[config.mk]
export PLATFORM = sky130hd
export DESIGN_NAME = date_text_parser
export DESIGN_NICKNAME = d
export VERILOG_FILES = /design/src/rtl/core/dtp_pkg.sv /design/src/rtl/core/date_text_parser.sv /design/src/rtl/core/dtp_epoch.sv /design/src/rtl/core/dtp_parse.sv
export SDC_FILE = /design/constraint.sdc
export NUM_CORES = 1
export LEC_CHECK = 0
export ABC_AREA = 1
export BUFFER_PORTS_ARGS = -buffer_cell sky130_fd_sc_hd__buf_2
export CAP_MARGIN = 20
export CORE_MARGIN = 2
export CORE_UTILIZATION = 43
export DETAILED_ROUTE_END_ITERATION = 10
export GPL_TIMING_DRIVEN = 0
export PLACE_DENSITY = 0.56
export SETUP_SLACK_MARGIN = 0.5
export SLEW_MARGIN = 25
export SYNTH_ARGS = -nofsm -noshare
export SYNTH_HDL_FRONTEND = slang
export SYNTH_SLANG_ARGS = --single-unit
[constraint.sdc]
create_clock -name clk -period 11.47 [get_ports clk]
set_clock_uncertainty 0.15 [all_clocks]
set_input_delay 1.7205 -clock clk [delete_from_list [all_inputs] [get_ports clk]]
set_output_delay 1.7205 -clock clk [all_outputs]
set_load 0.05 [all_outputs]
[src/rtl/core/dtp_pkg.sv]
`timescale 1ns / 1ps
// ----------------------------------------------------------------------------
// dtp_pkg
// Shared types, constants and helpers of the date text parser.
// ----------------------------------------------------------------------------
package dtp_pkg;

  // character codes
  localparam logic [7:0] CHAR_ZERO  = 8'h30;
  localparam logic [7:0] CHAR_NINE  = 8'h39;
  localparam logic [7:0] CHAR_SPACE = 8'h20;

  // field widths
  localparam int unsigned ACC_W   = 16;
  localparam int unsigned SLOT_W  = 2;
  localparam int unsigned EPOCH_W = 14;
  localparam int unsigned CENT_W  = 8;
  localparam int unsigned REM_W   = 7;

  // register reset values
  localparam logic [SLOT_W-1:0]  DAY_SLOT_RST   = 2'd2;
  localparam logic [SLOT_W-1:0]  MONTH_SLOT_RST = 2'd1;
  localparam logic [SLOT_W-1:0]  YEAR_SLOT_RST  = 2'd3;
  localparam logic [EPOCH_W-1:0] EPOCH_RST      = 14'd1900;
  localparam logic [CENT_W-1:0]  CENT_RST       = 8'd19;

  // divide by 100 through a reciprocal, exact for all 14-bit values
  localparam logic [12:0] DIV100_MUL   = 13'd5243;
  localparam int unsigned DIV100_SHIFT = 19;

  localparam logic [ACC_W-1:0] ACC_MAX     = 16'hFFFF;
  localparam logic [ACC_W-1:0] HUNDRED     = 16'd100;
  localparam logic [SLOT_W-1:0] SLOT_FIRST = 2'd1;
  localparam logic [SLOT_W-1:0] SLOT_NONE  = 2'd0;

  // configuration register indexes
  typedef enum logic [1:0] {
    REG_DAY_SLOT   = 2'd0,
    REG_MONTH_SLOT = 2'd1,
    REG_YEAR_SLOT  = 2'd2,
    REG_EPOCH_YEAR = 2'd3
  } dtp_reg_t;

  // hundred-year window derived from the epoch
  typedef struct packed {
    logic [EPOCH_W-1:0] base;
    logic [REM_W-1:0]   rem;
  } dtp_window_t;

  // one parsed date
  typedef struct packed {
    logic [ACC_W-1:0] day_value;
    logic [ACC_W-1:0] month_value;
    logic [ACC_W-1:0] year_value;
  } dtp_result_t;

  // decimal accumulate with saturation
  function automatic logic [ACC_W-1:0] acc_digit(input logic [ACC_W-1:0] acc,
                                                 input logic [3:0] d);
    logic [ACC_W+3:0] v;
    v = {acc, 3'b000} + {3'b000, acc, 1'b0} + {{ACC_W{1'b0}}, d};
    acc_digit = (v > {4'b0000, ACC_MAX}) ? ACC_MAX : v[ACC_W-1:0];
  endfunction

  // slot counter step toward zero
  function automatic logic [SLOT_W-1:0] dec_clamp(input logic [SLOT_W-1:0] c);
    dec_clamp = (c == SLOT_NONE) ? SLOT_NONE : c - 2'd1;
  endfunction

endpackage

[src/rtl/core/date_text_parser.sv]
`timescale 1ns / 1ps
// ----------------------------------------------------------------------------
// date_text_parser
// Parses a date string, one character per item, into year, month and day.
// ----------------------------------------------------------------------------
//  channel  direction  handshake        payload
//  in_      input      tvalid/tready    tdata = char_code, tuser = char_valid,
//                                       tlast = end_of_text
//  out_     output     tvalid/tready    tdata = year, month, day (16 b each)
//  cfg_     input      we               addr = register index, wdata
//
//  one item per cycle sustained while results are taken; a character goes
//  through the input register and is folded into the field state on the next
//  edge, the result of an end-of-text item then goes through the result register.
//  rst_n is synchronous: slots return to day 2, month 1, year 3, epoch 1900.
//  a waiting result stalls only an end-of-text item and the input behind it;
//  other characters keep flowing. register writes act on the next item.
// ----------------------------------------------------------------------------
module date_text_parser (
  input  logic                         clk,
  input  logic                         rst_n,
  // input items
  input  logic                         in_tvalid,
  output logic                         in_tready,
  input  logic [7:0]                   in_tdata,   // [7:0] char_code
  input  logic [0:0]                   in_tuser,   // [0] char_valid
  input  logic                         in_tlast,   // end_of_text
  // result items
  output logic                         out_tvalid,
  input  logic                         out_tready,
  output logic [47:0]                  out_tdata,  // [15:0] year, [31:16] month,
                                                   // [47:32] day
  // configuration
  input  logic                         cfg_we,
  input  logic [1:0]                   cfg_addr,
  input  logic [dtp_pkg::EPOCH_W-1:0]  cfg_wdata
);

  logic                  s1_v_r;
  logic [7:0]            s1_char_r;
  logic                  s1_cvalid_r;
  logic                  s1_last_r;
  logic                  s1_go;
  logic                  out_free;
  logic                  out_v_r;
  dtp_pkg::dtp_result_t  out_r;
  dtp_pkg::dtp_result_t  result;
  dtp_pkg::dtp_window_t  window;

  // flow control
  assign out_free  = !out_v_r || out_tready;
  assign s1_go     = s1_v_r && (!s1_last_r || out_free);
  assign in_tready = !s1_v_r || s1_go;

  // input register
  always_ff @(posedge clk) begin
    if (!rst_n) begin
      s1_v_r <= 1'b0;
    end else if (in_tready) begin
      s1_v_r <= in_tvalid;
    end
  end

  always_ff @(posedge clk) begin
    if (in_tready && in_tvalid) begin
      s1_char_r   <= in_tdata;
      s1_cvalid_r <= in_tuser[0];
      s1_last_r   <= in_tlast;
    end
  end

  dtp_epoch u_epoch (
    .clk       (clk),
    .rst_n     (rst_n),
    .cfg_we    (cfg_we),
    .cfg_addr  (cfg_addr),
    .cfg_wdata (cfg_wdata),
    .window    (window)
  );

  dtp_parse u_parse (
    .clk         (clk),
    .rst_n       (rst_n),
    .cfg_we      (cfg_we),
    .cfg_addr    (cfg_addr),
    .cfg_wdata   (cfg_wdata),
    .window      (window),
    .item_go     (s1_go),
    .char_code   (s1_char_r),
    .char_valid  (s1_cvalid_r),
    .end_of_text (s1_last_r),
    .result      (result)
  );

  // result register
  always_ff @(posedge clk) begin
    if (!rst_n) begin
      out_v_r <= 1'b0;
    end else if (s1_go && s1_last_r) begin
      out_v_r <= 1'b1;
    end else if (out_tready) begin
      out_v_r <= 1'b0;
    end
  end

  always_ff @(posedge clk) begin
    if (s1_go && s1_last_r) begin
      out_r <= result;
    end
  end

  assign out_tvalid = out_v_r;
  assign out_tdata  = {out_r.day_value, out_r.month_value, out_r.year_value};

endmodule

[src/rtl/core/dtp_epoch.sv]
`timescale 1ns / 1ps
// ----------------------------------------------------------------------------
// dtp_epoch
// Epoch register and its century split, base = epoch rounded down to 100.
// ----------------------------------------------------------------------------
module dtp_epoch (
  input  logic                            clk,
  input  logic                            rst_n,
  input  logic                            cfg_we,
  input  logic [1:0]                      cfg_addr,
  input  logic [dtp_pkg::EPOCH_W-1:0]     cfg_wdata,
  output dtp_pkg::dtp_window_t            window
);

  logic [dtp_pkg::EPOCH_W-1:0] epoch_r;
  logic [dtp_pkg::CENT_W-1:0]  cent_r;
  logic [dtp_pkg::CENT_W-1:0]  cent_nxt;
  logic [26:0]                 prod;
  logic [14:0]                 base_full;
  logic [dtp_pkg::EPOCH_W-1:0] diff;

  // epoch register, century loaded together with it
  always_ff @(posedge clk) begin
    if (!rst_n) begin
      epoch_r <= dtp_pkg::EPOCH_RST;
      cent_r  <= dtp_pkg::CENT_RST;
    end else begin
      if (cfg_we && (cfg_addr == dtp_pkg::REG_EPOCH_YEAR)) begin
        epoch_r <= cfg_wdata;
        cent_r  <= cent_nxt;
      end
    end
  end

  // century of the written value by reciprocal multiply
  always_comb begin
    prod     = {13'd0, cfg_wdata} * {14'd0, dtp_pkg::DIV100_MUL};
    cent_nxt = prod[dtp_pkg::DIV100_SHIFT +: dtp_pkg::CENT_W];
  end

  // base and remainder from the registered century
  always_comb begin
    base_full   = {7'd0, cent_r} * 15'd100;
    diff        = epoch_r - base_full[dtp_pkg::EPOCH_W-1:0];
    window.base = base_full[dtp_pkg::EPOCH_W-1:0];
    window.rem  = diff[dtp_pkg::REM_W-1:0];
  end

endmodule

[src/rtl/core/dtp_parse.sv]
`timescale 1ns / 1ps
// ----------------------------------------------------------------------------
// dtp_parse
// Slot registers, slot counters and field accumulators; one item per cycle while item_go is set.
// ----------------------------------------------------------------------------
module dtp_parse (
  input  logic                          clk,
  input  logic                          rst_n,
  input  logic                          cfg_we,
  input  logic [1:0]                    cfg_addr,
  input  logic [dtp_pkg::EPOCH_W-1:0]   cfg_wdata,
  input  dtp_pkg::dtp_window_t          window,
  input  logic                          item_go,
  input  logic [7:0]                    char_code,
  input  logic                          char_valid,
  input  logic                          end_of_text,
  output dtp_pkg::dtp_result_t          result
);

  logic [dtp_pkg::SLOT_W-1:0] day_slot_r, month_slot_r, year_slot_r;
  logic [dtp_pkg::SLOT_W-1:0] day_cnt_r, month_cnt_r, year_cnt_r;
  logic [dtp_pkg::SLOT_W-1:0] day_cnt_nxt, month_cnt_nxt, year_cnt_nxt;
  logic [dtp_pkg::ACC_W-1:0]  day_acc_r, month_acc_r, year_acc_r;
  logic [dtp_pkg::ACC_W-1:0]  day_acc_nxt, month_acc_nxt, year_acc_nxt;
  logic                       skip_r, skip_nxt;
  logic                       is_digit, is_sep;
  logic [3:0]                 digit;
  logic [dtp_pkg::ACC_W-1:0]  year_win;

  // character class
  always_comb begin
    is_digit = char_valid && (char_code inside {[dtp_pkg::CHAR_ZERO:dtp_pkg::CHAR_NINE]});
    is_sep   = char_valid && !is_digit && (char_code != dtp_pkg::CHAR_SPACE);
    digit    = char_code[3:0];
  end

  // field update for one character
  always_comb begin
    day_cnt_nxt   = day_cnt_r;
    month_cnt_nxt = month_cnt_r;
    year_cnt_nxt  = year_cnt_r;
    day_acc_nxt   = day_acc_r;
    month_acc_nxt = month_acc_r;
    year_acc_nxt  = year_acc_r;
    skip_nxt      = skip_r;
    if (is_digit) begin
      if (day_cnt_r == dtp_pkg::SLOT_FIRST) begin
        day_acc_nxt = dtp_pkg::acc_digit(day_acc_r, digit);
      end else if (month_cnt_r == dtp_pkg::SLOT_FIRST) begin
        month_acc_nxt = dtp_pkg::acc_digit(month_acc_r, digit);
      end else if (year_cnt_r == dtp_pkg::SLOT_FIRST) begin
        year_acc_nxt = dtp_pkg::acc_digit(year_acc_r, digit);
      end
      skip_nxt = 1'b0;
    end else if (is_sep) begin
      if (!skip_r) begin
        day_cnt_nxt   = dtp_pkg::dec_clamp(day_cnt_r);
        month_cnt_nxt = dtp_pkg::dec_clamp(month_cnt_r);
        year_cnt_nxt  = dtp_pkg::dec_clamp(year_cnt_r);
      end
      skip_nxt = 1'b1;
    end
  end

  // two-digit year windowing
  always_comb begin
    year_win = year_acc_nxt;
    if (year_acc_nxt < dtp_pkg::HUNDRED) begin
      year_win = {2'b00, window.base} + year_acc_nxt;
      if (year_acc_nxt[dtp_pkg::REM_W-1:0] < window.rem) begin
        year_win = {2'b00, window.base} + year_acc_nxt + dtp_pkg::HUNDRED;
      end
    end
    result.year_value  = year_win;
    result.month_value = month_acc_nxt;
    result.day_value   = day_acc_nxt;
  end

  // state registers
  always_ff @(posedge clk) begin
    if (!rst_n) begin
      day_slot_r   <= dtp_pkg::DAY_SLOT_RST;
      month_slot_r <= dtp_pkg::MONTH_SLOT_RST;
      year_slot_r  <= dtp_pkg::YEAR_SLOT_RST;
      day_cnt_r    <= dtp_pkg::DAY_SLOT_RST;
      month_cnt_r  <= dtp_pkg::MONTH_SLOT_RST;
      year_cnt_r   <= dtp_pkg::YEAR_SLOT_RST;
      day_acc_r    <= '0;
      month_acc_r  <= '0;
      year_acc_r   <= '0;
      skip_r       <= 1'b1;
    end else begin
      if (item_go) begin
        if (end_of_text) begin
          day_cnt_r   <= day_slot_r;
          month_cnt_r <= month_slot_r;
          year_cnt_r  <= year_slot_r;
          day_acc_r   <= '0;
          month_acc_r <= '0;
          year_acc_r  <= '0;
          skip_r      <= 1'b1;
        end else begin
          day_cnt_r   <= day_cnt_nxt;
          month_cnt_r <= month_cnt_nxt;
          year_cnt_r  <= year_cnt_nxt;
          day_acc_r   <= day_acc_nxt;
          month_acc_r <= month_acc_nxt;
          year_acc_r  <= year_acc_nxt;
          skip_r      <= skip_nxt;
        end
      end
      // slot writes also load the live counter
      if (cfg_we) begin
        case (dtp_pkg::dtp_reg_t'(cfg_addr))
          dtp_pkg::REG_DAY_SLOT: begin
            day_slot_r <= cfg_wdata[dtp_pkg::SLOT_W-1:0];
            day_cnt_r  <= cfg_wdata[dtp_pkg::SLOT_W-1:0];
          end
          dtp_pkg::REG_MONTH_SLOT: begin
            month_slot_r <= cfg_wdata[dtp_pkg::SLOT_W-1:0];
            month_cnt_r  <= cfg_wdata[dtp_pkg::SLOT_W-1:0];
          end
          dtp_pkg::REG_YEAR_SLOT: begin
            year_slot_r <= cfg_wdata[dtp_pkg::SLOT_W-1:0];
            year_cnt_r  <= cfg_wdata[dtp_pkg::SLOT_W-1:0];
          end
          default: begin
          end
        endcase
      end
    end
  end

endmodule

-- Yosys cells after proc, flatten, opt, wreduce, memory -nomap -nowiden
Cells that the tools add are included.
- bits in registers: 136
- bits of input ports: 31
- output and inout bits: 50
- add/subtract/negate cells: 12
- multipliers: 2
- $lt $le $gt $ge: 7
- equality and inequality tests: 7
- mux-type cells: 46
- reductions and logical operators: 25
- operators with widths (kind ; number):
    16-bit 2-to-1 mux ; 17
    19-bit by 17-bit adder with 20-bit output ; 3
    20-bit by 4-bit adder with 20-bit output ; 3
    20-bit by 16-bit greater-than comparator with 1-bit output, second input constant ; 3
    2-bit 2-to-1 mux ; 24
    14-bit by 13-bit multiplier with 27-bit output, second input constant ; 1
    14-bit by 16-bit adder with 16-bit output ; 1
    16-bit by 7-bit adder with 16-bit output, second input constant ; 1
    16-bit by 7-bit less-than comparator with 1-bit output, second input constant ; 1
    8-bit by 5-bit multiplier with 12-bit output, second input constant ; 1
    2-bit by 1-bit equality test with 1-bit output, second input constant ; 4
    8-bit by 6-bit greater-or-equal comparator with 1-bit output, second input constant ; 1
    8-bit by 6-bit less-or-equal comparator with 1-bit output, second input constant ; 1
    1-bit logical AND ; 8
    2-bit zero test ; 4
    8-bit by 6-bit != test with 1-bit output, second input constant ; 1
    2-bit AND reduction ; 4
    7-bit less-than comparator ; 1
    7-bit subtractor ; 1
    2-bit by 1-bit subtractor with 2-bit output, second input constant ; 3
    1-bit 2-to-1 mux ; 5
    2-bit equality test, second input constant ; 2
    1-bit zero test ; 4
    1-bit logical OR ; 3
    2 further kinds ; 2

-- Longest topological paths before layout
- depth after elaboration: 12
- mapped depth: 38

-- Modules after synthesis
Synthesis repeated with hierarchy kept, for this count alone.
- cells, all modules: 2103
- area total of the unflattened synthesis: 15336.0 um^2
- modules (own cells, without submodules) (module ; times used ; cells an instance ; area each (um^2) ; sequential area each (um^2)):
    dtp_parse ; 1 ; 1422 ; 8459.4 ; 1221.2
    dtp_epoch ; 1 ; 604 ; 5013.6 ; 300.3
    date_text_parser ; 1 ; 77 ; 1863.0 ; 1781.7

-- Worst setup path after synthesis
No wires, ideal clock.
- path type: input to register
- start point: in cfg_wdata[8] (netlist bit)
- end point: reg u_epoch.cent_r[4] (netlist bit)
- arrival time: 5.519 ns
- data required time: 11.205 ns
- path slack: 5.687 ns
- cell stages on the path: 18
- buffers on the path: 0
- cell sequence: ha_1 -> inv_1 -> fa_1 -> inv_1 -> fa_1 -> inv_1 -> fa_1 -> fa_1 -> inv_1 -> ha_1 -> nand2_1 -> o21ai_0 -> o21ai_0 -> o211ai_1 -> a31o_2 -> or2_2 -> nand3_1 -> nand2_1
- word-level cells in the longest chain between the ends: 1
- RTL lines (element ; RTL line ; RTL):
    start: declaration ; date_text_parser.sv:36 ; input logic [dtp_pkg::EPOCH_W-1:0] cfg_wdata
    14-bit by 13-bit multiplier with 27-bit output ; dtp_epoch.sv:37 ; prod = {13'd0, cfg_wdata} * {14'd0, dtp_pkg::DIV100_MUL};
    end signal: assignment ; dtp_epoch.sv:26 ; cent_r <= dtp_pkg::CENT_RST;
    end signal: assignment ; dtp_epoch.sv:30 ; cent_r <= cent_nxt;
    end: declaration ; dtp_epoch.sv:16 ; logic [dtp_pkg::CENT_W-1:0] cent_r;
No other way between the ends.
A chain may end at the register's enable or synchronous reset.

-- Worst setup path in the final report
- start point: in cfg_wdata[8] (netlist bit)
- end point: reg u_epoch.cent_r[6] (netlist bit)
Same word-level chain as after synthesis.

==> qor.csv <==
metric,value,unit
worst-r2r-setup-slack,5.63,ns
ys_ff_latch,136,
hold_start,u_parse.day_slot_r[1],
worst_pin_slew,0.934,ns
final_layout_size_suffix_gt1_frac,0.0931,
rr_endpoint,out_tdata[13],
crit_type,in2reg,
die_w,189,um
yosysTopAreaCell,ha_1,
drv_cap,0,
place_congestion,0.851,
first_iter_violations,711,
n_fill_cell,3463,
drt-total-wl,35700,um
syn_nets,2292,
cts_tree,built,
power_leakage,8.91,nW
synthArstFlopShare,0,
fin_setup_tns,0,ns
area_growth,10.9,%
reg2regPathDepth,31,
finalCritPeriodShare,0.517,
cts.path.max_buffers,2,
die-height,189,um
clock_sinks,136,
synth_edf_count,58,
hold_buffers,0,
dieArea,35600,um^2
synth_cells,1949,
fin_crit,5.93,ns
yosys-top-cells-area,"ha_1, edfxtp_1, nand2_1",
synth.avg_cell_area,7.53,um^2
fmax,169,MHz
grt_max_degree,46,
power.density,134,nW/um^2
overflow,0,
port_buffers,80,
path_max_fanout,6,
cp.required,11.65,ns
peakVddDrop,0.000110,V
grt_pass1_wl,59800,um
rsz0062_at_grt,false,
synth_cell_type_count,49,
ys.flop_type,dfxtp_1,
clk_pin_slew,0.06,ns
hpwl,29200,um
syn-cell-area,14700,um^2
drc_errors,0,
clk_latency,0.44,ns
core-area,33500,um^2
grt_usage,0.207,
ant_nets,0,
r2r_start,s1_char_r[3],
cp-end-kind,flop,
status,"finished, final reports clean",
ys_seq_area_frac,0.225,
vias_per_cell,4.98,
grt_pass1_vias,12006,
antenna_found_initial,0,
antenna_cells,0,
critPathArrivalTime,6.11,ns
hold_slack,0.303,ns
wl_per_cell,14.2,um
root_buffer,clkbuf_16,
postCtsSetupBuffers,0,
relSlewSlack,0.369,
io_pins,81,
slew_violations,0,
hold-path-endpoint,u_parse.day_slot_r[1],
hp-class,reg2reg,
start_util,0.437,
ctsResizeCount,0,
cts_inserted_buffers,17,
ctsHtreeMaxLevel,4,
pre_cts_ws,5.04,ns
rows,67,
hold_violations,0,
min_delay_path_depth,2,
setup_viol,0,
yosys.area.top_type_share,0.203,
first_pass_iters,5,
startpoint_type,input pin,
worst_slack,5.54,ns
yosys_warnings,0,
nets,2392,
vias,12488,
## layer usage
layer,track usage,vias to the layer above,share of wire
met5,0,-,0
met4,0.0430,0,0.010
met3,0.0251,20,0.028
met2,0.342,173,0.47
met1,0.290,5745,0.50
li1,-,6550,-
## through the flow
| step | utilization | power (mW) | cell area, um^2 | cells |
|---|---|---|---|---|
| final | 0.485 | 2.18 | 16300 | 2510 |
| after CTS | 0.485 | 2.22 | 16300 | 2510 |
| after detailed placement | 0.467 | 1.65 | 15700 | 2478 |
| after floorplan | - | 1.38 | 14700 | 1949 |
| after global placement | 0.466 | 1.64 | 15600 | 2477 |
| after global routing | 0.485 | 2.41 | 16300 | 2510 |
## how the worst max path moves through the flow
| stage | from | endpoint | slack (ns) | depth (start not counted) |
|---|---|---|---|---|
| 2_1_floorplan | cfg_wdata[8] | u_epoch.cent_r[4] | 5.69 | 18 |
| 3_3_place_gp | cfg_wdata[8] | u_epoch.cent_r[6] | 5.09 | 20 |
| 3_5_place_dp | cfg_wdata[8] | u_epoch.cent_r[6] | 5.04 | 20 |
| 4_1_cts | cfg_wdata[8] | u_epoch.cent_r[6] | 5.50 | 20 |
| 5_1_grt | s1_char_r[3] | out_tdata[13] | 5.05 | 31 |
| 6_report | cfg_wdata[8] | u_epoch.cent_r[6] | 5.54 | 20 |
## Yosys cell counts, drive strengths merged (30+ instances only)
cell type	n
a21oi	155
dfxtp	78
edfxtp	58
fa	74
ha	238
inv	349
nand2	457
nand3	136
nor2	105
o21ai	60
or2	48
xor2	30
## cells in the final DEF (no fill, tap or decap), drive strengths merged
master	count
xor2	30
nand3	136
and3	1
fa	74
a31o	2
buf	92
nand4	19
o21a	5
clkinv	5
a31oi	6
edfxtp	58
nand2b	1
nand3b	5
inv	354
o311ai	1
ha	238
nand2	457
o22ai	4
nor4	5
o211ai	10
nor3	13
and2	1
o21ai	60
nor2	105
a21oi	155
xnor2	23
or2	48
a221oi	1
dfxtp	78
o221ai	5
o2111ai	3
o21bai	10
a211oi	2
clkbuf	46
a21o	7
o41ai	2
## sequential cells by signal, indices dropped and copies added (netlist names), 2 cells and up
signal and flops:
u_parse.day_acc_r 16, u_parse.day_slot_r 2, u_parse.year_acc_r 16, u_parse.day_cnt_r 2, u_parse.year_cnt_r 2, u_parse.year_slot_r 2
u_parse.month_cnt_r 2, s1_char_r 8, u_epoch.cent_r 8, out_tdata 48, u_epoch.epoch_r 7, u_parse.month_slot_r 2
u_parse.month_acc_r 16
## power by group
group          internal [mW]  switching, mW  leakage, nW
sequential             0.531        0.00967         1.22
clock                  0.327          0.232        0.298
combinational          0.406          0.678         7.40
total                   1.26          0.920         8.91
## cell type report
type,count,area (um^2),area share
Buffer,34,150,0.00923
Inverter,350,1320,0.0809
Clock buffer,23,526,0.0323
Timing Repair Buffer,81,428,0.0263
Sequential cell,136,3300,0.203
Clock inverter,9,73.8,0.00454
Tap cell,448,561,0.0345
Multi-Input combinational cell,1429,9900,0.609
## critical path, cell delays in order
cell and delay (ns):
buf_2 0.17, ha_1 0.33, inv_1 0.07, fa_1 0.50, inv_1 0.05, fa_1 0.49
inv_1 0.05, fa_1 0.46, fa_1 0.54, inv_1 0.06, ha_1 0.36, nand4_1 0.13
nor3_1 0.15, nand2_1 0.07, o211ai_1 0.39, nand2_1 0.13, o211ai_1 0.13, xor2_1 0.09
o21ai_0 0.15, inv_1 0.05
## cell families (layout without fill, tap and decap cells)
family | Yosys count | count (layout) | synth area share
simple gates | 791 | 791 | 0.236
buf+inv | 384 | 497 | 0.0998
flops | 136 | 136 | 0.225
compound gates | 273 | 273 | 0.104
xor+xnor | 53 | 53 | 0.0316
fa+ha+maj | 312 | 312 | 0.304
No activity file was read; power rests on OpenSTA's default activity.
